**config.mk**
```make
export PLATFORM = sky130hd
export DESIGN_NAME = voxel_line_rasterizer_unit
export DESIGN_NICKNAME = d
export VERILOG_FILES = /design/src/sv/vlr_pkg.sv /design/src/sv/vlr_step_unit.sv /design/src/sv/vlr_voxel_map.sv /design/src/sv/voxel_line_rasterizer_unit.sv
export SDC_FILE = /design/constraint.sdc
export NUM_CORES = 1
export LEC_CHECK = 0
export ABC_AREA = 1
export BUFFER_PORTS_ARGS = -buffer_cell sky130_fd_sc_hd__buf_2
export CAP_MARGIN = 25
export CELL_PAD_IN_SITES_DETAIL_PLACEMENT = 1
export CELL_PAD_IN_SITES_GLOBAL_PLACEMENT = 2
export CORE_MARGIN = 5
export CORE_UTILIZATION = 40
export DETAILED_ROUTE_END_ITERATION = 8
export GPL_TIMING_DRIVEN = 0
export MAX_ROUTING_LAYER = met4
export PLACE_DENSITY_LB_ADDON = 0.1
export SYNTH_ARGS = -nofsm -noshare
export SYNTH_HDL_FRONTEND = slang
export SYNTH_SLANG_ARGS = --single-unit
```
**constraint.sdc**
```tcl
create_clock -name clk_i -period 10.69 [get_ports clk_i]
set_clock_uncertainty 0.15 [all_clocks]
set_input_delay 0.5345 -clock clk_i [delete_from_list [all_inputs] [get_ports clk_i]]
set_output_delay 0.5345 -clock clk_i [all_outputs]
set_load 0.01 [all_outputs]
```
**src/sv/vlr_pkg.sv**
```systemverilog
// Shared types and constants of the voxel line rasterizer.
package vlr_pkg;

  localparam int unsigned CubeEdgeDefault = 10;
  localparam int unsigned CoordW          = 6;
  localparam int unsigned DistW           = 6;
  localparam int unsigned RemW            = 7;
  localparam int unsigned PosW            = 9;
  localparam int unsigned BitOffset       = 2;
  localparam int unsigned MaxResults      = 48;
  localparam int unsigned CountW          = 6;
  localparam int unsigned NumAxes         = 3;
  localparam int unsigned InDataW         = 40;
  localparam int unsigned OutDataW        = 16;

  // Per-axis walker state: current coordinate, rounding remainder,
  // absolute axis distance and step direction.
  typedef struct packed {
    logic signed [CoordW-1:0] coord;
    logic [RemW-1:0]          rem;
    logic [DistW-1:0]         mag;
    logic                     neg;
  } axis_t;

  typedef struct packed {
    logic [3:0] layer;
    logic [3:0] byte_index;
    logic [2:0] bit_index;
  } voxel_t;

endpackage

```
**src/sv/vlr_step_unit.sv**
```systemverilog
// Shared remainder step unit: advances one axis of the line walker by one point.
module vlr_step_unit import vlr_pkg::*; (
  input  axis_t           axis_i,
  input  logic [RemW-1:0] twice_len_i,
  output axis_t           axis_o
);

  logic [RemW:0] sum;
  logic          wrap;

  // The remainder tracks (2*|d|*i + len) mod (2*len); since |d| <= len, the
  // rounded quotient grows by at most one per point.
  assign sum  = {1'b0, axis_i.rem} + {1'b0, axis_i.mag, 1'b0};
  assign wrap = (sum >= {1'b0, twice_len_i});

  always_comb begin
    axis_o = axis_i;
    if (wrap) begin
      axis_o.rem   = RemW'(sum - {1'b0, twice_len_i});
      axis_o.coord = axis_i.neg ? axis_i.coord - CoordW'(1) : axis_i.coord + CoordW'(1);
    end else begin
      axis_o.rem = sum[RemW-1:0];
    end
  end

endmodule

```
**src/sv/vlr_voxel_map.sv**
```systemverilog
// Visibility test and framebuffer address mapping of one voxel.
module vlr_voxel_map import vlr_pkg::*; #(
  parameter int unsigned CUBE_EDGE = CubeEdgeDefault
) (
  input  logic signed [CoordW-1:0] x_i,
  input  logic signed [CoordW-1:0] y_i,
  input  logic signed [CoordW-1:0] z_i,
  output logic                     visible_o,
  output voxel_t                   voxel_o
);

  localparam logic [CoordW-1:0] EdgeLim = CoordW'(CUBE_EDGE);

  logic [PosW-1:0] pos;

  function automatic logic in_cube(logic signed [CoordW-1:0] c);
    return !c[CoordW-1] && ($unsigned(c) < EdgeLim);
  endfunction

  assign visible_o = in_cube(x_i) && in_cube(y_i) && in_cube(z_i);

  // Only meaningful for visible voxels, where every coordinate fits in four bits.
  assign pos = PosW'(y_i[3:0]) * PosW'(CUBE_EDGE) + PosW'(z_i[3:0]) + PosW'(BitOffset);

  assign voxel_o.layer      = x_i[3:0];
  assign voxel_o.byte_index = pos[6:3];
  assign voxel_o.bit_index  = pos[2:0];

endmodule

```
**src/sv/voxel_line_rasterizer_unit.sv**
```systemverilog
// Top level of the voxel line rasterizer: command sequencer and output stage.
// A command carries two signed endpoints and a skip flag; the block walks the
// line and emits one framebuffer write (layer, byte, bit) per visible voxel,
// with tlast on the final write, and none at all when nothing is visible.
// After the command transfer the block stays busy until it is back in idle,
// longer under output stalls; len is the largest axis distance (up to 63):
// the start and end voxels each have their own state (passed over when the
// endpoints are skipped), each interior point takes three passes through the
// single shared remainder step unit, one per axis, and then a state that maps
// and queues the voxel, and a final flush state releases the held write.
// The next command is taken once the block is back in idle. One write is held
// back until the next one is known so that tlast can be set; at most 48 writes
// are produced.
module voxel_line_rasterizer_unit import vlr_pkg::*; #(
  parameter int unsigned CUBE_EDGE = CubeEdgeDefault
) (
  input  logic                clk_i,
  input  logic                rst_ni,
  input  logic                s_axis_tvalid_i,
  output logic                s_axis_tready_o,
  // start_x[5:0], start_y[11:6], start_z[17:12], end_x[23:18], end_y[29:24],
  // end_z[35:30], zero fill[39:36]
  input  logic [InDataW-1:0]  s_axis_tdata_i,
  // skip_endpoints
  input  logic                s_axis_tuser_i,
  output logic                m_axis_tvalid_o,
  input  logic                m_axis_tready_i,
  // layer[3:0], byte_index[7:4], bit_index[10:8], zero fill[15:11]
  output logic [OutDataW-1:0] m_axis_tdata_o,
  output logic                m_axis_tlast_o
);

  typedef enum logic [2:0] {
    S_IDLE,
    S_PT_A,
    S_PT_B,
    S_AX_X,
    S_AX_Y,
    S_AX_Z,
    S_PT_I,
    S_FLUSH
  } state_e;

  state_e state_q, state_d;
  axis_t  axis_q [NumAxes];
  axis_t  axis_d [NumAxes];
  logic signed [CoordW-1:0] end_q [NumAxes];
  logic signed [CoordW-1:0] end_d [NumAxes];
  logic [DistW-1:0]  len_q, len_d;
  logic [DistW-1:0]  idx_q, idx_d;
  logic [CountW-1:0] count_q, count_d;
  voxel_t pend_q, pend_d;
  logic   pend_valid_q, pend_valid_d;
  voxel_t out_voxel_q, out_voxel_d;
  logic   out_last_q, out_last_d;
  logic   out_valid_q, out_valid_d;

  logic signed [CoordW-1:0] in_a [NumAxes];
  logic signed [CoordW-1:0] in_b [NumAxes];
  logic signed [CoordW:0]   diff [NumAxes];
  logic [DistW-1:0]         ax_mag [NumAxes];
  logic [DistW-1:0]         len_new;
  logic [DistW-1:0]         len_xy;

  logic [1:0]               ax_sel;
  axis_t                    step_in, step_out;
  logic signed [CoordW-1:0] pt_x, pt_y, pt_z;
  logic                     pt_visible;
  voxel_t                   pt_voxel;
  logic                     take, room, advance;

  assign in_a[0] = s_axis_tdata_i[5:0];
  assign in_a[1] = s_axis_tdata_i[11:6];
  assign in_a[2] = s_axis_tdata_i[17:12];
  assign in_b[0] = s_axis_tdata_i[23:18];
  assign in_b[1] = s_axis_tdata_i[29:24];
  assign in_b[2] = s_axis_tdata_i[35:30];

  always_comb begin
    for (int k = 0; k < NumAxes; k++) begin
      diff[k]   = {in_b[k][CoordW-1], in_b[k]} - {in_a[k][CoordW-1], in_a[k]};
      ax_mag[k] = diff[k][CoordW] ? DistW'(-diff[k]) : DistW'(diff[k]);
    end
  end

  assign len_xy  = (ax_mag[1] > ax_mag[0]) ? ax_mag[1] : ax_mag[0];
  assign len_new = (ax_mag[2] > len_xy) ? ax_mag[2] : len_xy;

  always_comb begin
    case (state_q)
      S_AX_Y:  ax_sel = 2'd1;
      S_AX_Z:  ax_sel = 2'd2;
      default: ax_sel = 2'd0;
    endcase
  end

  assign step_in = axis_q[ax_sel];

  vlr_step_unit u_step (
    .axis_i      (step_in),
    .twice_len_i ({len_q, 1'b0}),
    .axis_o      (step_out)
  );

  // Before any step the walker coordinates equal the start point.
  assign pt_x = (state_q == S_PT_B) ? end_q[0] : axis_q[0].coord;
  assign pt_y = (state_q == S_PT_B) ? end_q[1] : axis_q[1].coord;
  assign pt_z = (state_q == S_PT_B) ? end_q[2] : axis_q[2].coord;

  vlr_voxel_map #(
    .CUBE_EDGE (CUBE_EDGE)
  ) u_map (
    .x_i       (pt_x),
    .y_i       (pt_y),
    .z_i       (pt_z),
    .visible_o (pt_visible),
    .voxel_o   (pt_voxel)
  );

  assign take    = pt_visible && (count_q < CountW'(MaxResults));
  assign room    = !out_valid_q || m_axis_tready_i;
  assign advance = !take || !pend_valid_q || room;

  always_comb begin
    state_d      = state_q;
    axis_d       = axis_q;
    end_d        = end_q;
    len_d        = len_q;
    idx_d        = idx_q;
    count_d      = count_q;
    pend_d       = pend_q;
    pend_valid_d = pend_valid_q;
    out_voxel_d  = out_voxel_q;
    out_last_d   = out_last_q;
    out_valid_d  = m_axis_tready_i ? 1'b0 : out_valid_q;

    case (state_q)
      S_IDLE: begin
        if (s_axis_tvalid_i) begin
          for (int k = 0; k < NumAxes; k++) begin
            axis_d[k].coord = in_a[k];
            axis_d[k].rem   = RemW'(len_new);
            axis_d[k].mag   = ax_mag[k];
            axis_d[k].neg   = diff[k][CoordW];
            end_d[k]        = in_b[k];
          end
          len_d        = len_new;
          idx_d        = DistW'(1);
          count_d      = '0;
          pend_valid_d = 1'b0;
          if (!s_axis_tuser_i) begin
            state_d = S_PT_A;
          end else if (len_new > DistW'(1)) begin
            state_d = S_AX_X;
          end else begin
            state_d = S_FLUSH;
          end
        end
      end
      S_PT_A, S_PT_B, S_PT_I: begin
        if (advance) begin
          if (take) begin
            if (pend_valid_q) begin
              out_voxel_d = pend_q;
              out_last_d  = 1'b0;
              out_valid_d = 1'b1;
            end
            pend_d       = pt_voxel;
            pend_valid_d = 1'b1;
            count_d      = count_q + CountW'(1);
          end
          if (state_q == S_PT_A) begin
            state_d = S_PT_B;
          end else if (state_q == S_PT_B) begin
            state_d = (len_q > DistW'(1)) ? S_AX_X : S_FLUSH;
          end else if (idx_q == len_q - DistW'(1)) begin
            state_d = S_FLUSH;
          end else begin
            idx_d   = idx_q + DistW'(1);
            state_d = S_AX_X;
          end
        end
      end
      S_AX_X, S_AX_Y, S_AX_Z: begin
        axis_d[ax_sel] = step_out;
        case (state_q)
          S_AX_X:  state_d = S_AX_Y;
          S_AX_Y:  state_d = S_AX_Z;
          default: state_d = S_PT_I;
        endcase
      end
      S_FLUSH: begin
        if (!pend_valid_q) begin
          state_d = S_IDLE;
        end else if (room) begin
          out_voxel_d  = pend_q;
          out_last_d   = 1'b1;
          out_valid_d  = 1'b1;
          pend_valid_d = 1'b0;
          state_d      = S_IDLE;
        end
      end
      default: state_d = S_IDLE;
    endcase
  end

  always_ff @(posedge clk_i or negedge rst_ni) begin
    if (!rst_ni) begin
      state_q      <= S_IDLE;
      pend_valid_q <= 1'b0;
      out_valid_q  <= 1'b0;
      len_q        <= '0;
      idx_q        <= '0;
      count_q      <= '0;
    end else begin
      state_q      <= state_d;
      pend_valid_q <= pend_valid_d;
      out_valid_q  <= out_valid_d;
      len_q        <= len_d;
      idx_q        <= idx_d;
      count_q      <= count_d;
    end
  end

  always_ff @(posedge clk_i) begin
    axis_q      <= axis_d;
    end_q       <= end_d;
    pend_q      <= pend_d;
    out_voxel_q <= out_voxel_d;
    out_last_q  <= out_last_d;
  end

  assign s_axis_tready_o = (state_q == S_IDLE);
  assign m_axis_tvalid_o = out_valid_q;
  assign m_axis_tlast_o  = out_last_q;
  assign m_axis_tdata_o  = {5'b0, out_voxel_q.bit_index, out_voxel_q.byte_index,
                            out_voxel_q.layer};

endmodule

```
==> flow_summary.json <==
{
  "start_kind": "flop",
  "synthTopCellsByArea": "edfxtp_1 35%, nand2_1 12%, ha_1 9.8%, dfrtp_1 6.7%, inv_1 5.7%",
  "post-synth-top-count-cell": "nand2_1",
  "clock.fmax_mhz": 173,
  "rsz0062_at_grt": "no",
  "synthArstFlopShare_pct": 18.5,
  "netlist.area_leader.share_pct": 35.3,
  "place.port_buffers": 54,
  "status": "finished clean",
  "die_h_um": 156,
  "post-synth-top-area-cell": "edfxtp_1",
  "viasPerCell": 5.26,
  "synthFlopType": "edfxtp_1",
  "setup_violations": 0,
  "ant_nets": 0,
  "r2r-end": "axis_q[15]",
  "critPathKind": "reg2reg",
  "gp_congestion": 0.843,
  "routedWlPerCell_um": 19.1,
  "cts_tree": "built",
  "grt_first_pass_wirelength_um": 42200,
  "tightest_slew_ns": 0.889,
  "dp_hpwl_um": 21300,
  "fin_area_um2": 9890,
  "drt-initial-drc-count": 410,
  "vias": 7434,
  "clockRootBuffer": "clkbuf_16",
  "ys_seq_area_share_pct": 42.1,
  "critPathMaxFanout": 10,
  "finalCritPeriodShare_pct": 54.2,
  "ys_seq_elements": 124,
  "synth_edf_count": 101,
  "clk_pin_slew_worst_paths_ns": 0.06,
  "routed_wl_um": 26900,
  "r2r-start": "state_q[1]",
  "clk_latency_ns": 0.43,
  "syn_to_final_growth_pct": 15.2,
  "ios": 64,
  "start_util_pct": 40.7,
  "syn_avg_cell_area_um2": 8.23,
  "post_cts_buffers": 0,
  "post_dp_cell_area_um2": 9300,
  "cts_resized": 0,
  "r2r_cells": 22,
  "num_rows": 53,
  "r2r_slack_ns": 4.90,
  "min-delay-path-class": "in2reg",
  "setup_tns_ns": 0,
  "post_synth_num_cell_types": 46,
  "die_w_um": 156,
  "coreArea_um2": 21100,
  "syn_area_um2": 8580,
  "finalCriticalPeriod_ns": 5.79,
  "hold_viol_final": 0,
  "hold_buffers": 1,
  "worstPathArrival_ns": 5.75,
  "drive_gt1_share_pct": 12.6,
  "nets": 1246,
  "cp-endpoint": "axis_q[15]",
  "ys_top_cells_by_count": "278 x nand2_1, 130 x inv_1, 101 x edfxtp_1",
  "grt_usage_pct": 23.3,
  "yosys_warnings": 0,
  "end_kind": "flop",
  "cts_buffers": 17,
  "slew_violations": 0,
  "netlist_instances": 1042,
  "antenna_found_initial": 1,
  "grt-ovfl-total": 0,
  "grt_max_degree": 24,
  "drc": 0,
  "relSlewSlack_pct": 40.8,
  "clock-sinks": 124,
  "drv_cap": 0,
  "cts_max_path_buffers": 2,
  "dieArea_um2": 24500,
  "grt_pass1_vias": 7703,
  "cp.required_ns": 10.65,
  "htree_levels": 4,
  "startpoint": "state_q[1]",
  "drtPass1Iterations": 4
}
registers in the layout, summed over array words and instances, names as in the netlist:
| signal | flops |
|---|---|
| axis_q | 60 |
| end_q | 18 |
| m_axis_tdata_o | 11 |
| pend_q | 11 |
| count_q | 6 |
| idx_q | 6 |
| len_q | 6 |
| state_q | 3 |
| m_axis_tlast_o | 1 |
| m_axis_tvalid_o | 1 |
| pend_valid_q | 1 |
worst min path at each step:
stage / end / slack (ns) / cells after the start / from
after floorplan: count_q[0] / 0.09 / 0 / rst_ni
after global placement: m_axis_tdata_o[5] / 0.25 / 0 / pend_q[4]
after CTS: end_q[6] / 0.14 / 1 / s_axis_tdata_i[24]
after detailed placement: m_axis_tdata_o[5] / 0.26 / 0 / pend_q[4]
after global routing: end_q[6] / 0.15 / 1 / s_axis_tdata_i[24]
final: end_q[6] / 0.15 / 1 / s_axis_tdata_i[24]
kinds of logic (layout without fill, tap and decap cells):
family                     after synthesis  in the layout  synth area share, %
AOI/OAI and AO/OA                      173            173                 11.3
xor gates and xnor gates                32             32                 3.27
adders and majority gates               75             75                 11.6
buffers and inverters                  165            256                 7.87
DFF                                    124            124                 42.1
other                                    1              6               0.0437
and+or+nand+nor                        472            472                 23.9
worst max-delay path, cell delays in order, from the launching register on:
cell      delay, ns
dfrtp_1        0.44
inv_1          0.13
ha_1           0.27
nand2_2        0.15
nand2_1        0.32
clkbuf_1       0.54
o22ai_1        0.19
nor2_1         0.28
ha_1           0.27
fa_1           0.25
xor2_1         0.24
ha_1           0.34
a21oi_1        0.15
o21ai_1        0.12
nand2_1        0.08
nand2_1        0.05
a21oi_1        0.18
nor2_1         0.09
nor2_2         0.31
inv_2          0.16
buf_2          0.24
o21ai_1        0.34
o22ai_1        0.17
layer usage:
layer,wire [um],global-route usage [%]
met3,875,2.90
met4,316,5.21
met1,12100,29.0
met2,13700,40.5
met5,0,-
through the flow:
| step | std cells | utilization, % | setup WS (ns) | hold WS (ns) |
|---|---|---|---|---|
| after floorplan | 1046 | - | 6.22 | 0.0889 |
| after detailed placement | 1381 | 44.1 | 4.84 | 0.262 |
| after global placement | 1375 | 43.7 | 4.92 | 0.251 |
| final | 1413 | 46.9 | 4.90 | 0.153 |
| after global routing | 1413 | 46.9 | 4.50 | 0.148 |
| after CTS | 1412 | 46.9 | 4.88 | 0.141 |
layout by cell type (no fill, tap or decap), types with 3 or more instances in the layout:
| cell type | instances |
|---|---|
| a211oi_1 | 3 |
| a21oi_1 | 38 |
| buf_2 | 58 |
| buf_4 | 5 |
| buf_6 | 4 |
| buf_8 | 3 |
| clkbuf_1 | 12 |
| clkbuf_16 | 17 |
| clkinvlp_4 | 6 |
| conb_1 | 5 |
| dfrtp_1 | 23 |
| edfxtp_1 | 101 |
| fa_1 | 8 |
| ha_1 | 67 |
| inv_1 | 130 |
| inv_2 | 8 |
| nand2_1 | 278 |
| nand2_2 | 9 |
| nand3_1 | 86 |
| nand3b_1 | 3 |
| nand4_1 | 9 |
| nor2_1 | 58 |
| nor2_2 | 5 |
| nor3_1 | 13 |
| o211ai_1 | 5 |
| o21ai_0 | 64 |
| o21ai_1 | 24 |
| o21ai_2 | 5 |
| o22ai_1 | 20 |
| or2_2 | 4 |
| xnor2_1 | 6 |
| xor2_1 | 26 |
final cells by class:
class                      count  area, um2
clock inverter                13        145
tap                          275        344
buffer                        25        145
sequential                   124       3610
inverter                     140        531
timing repair buffer          61        363
antenna                        1       2.50
clock buffer                  17        425
multi-input combinational    757       4320
fill                        2585      11200
Power is not shown: default switching activity piles up to over one toggle a cycle in this logic, so the estimate is an artifact.
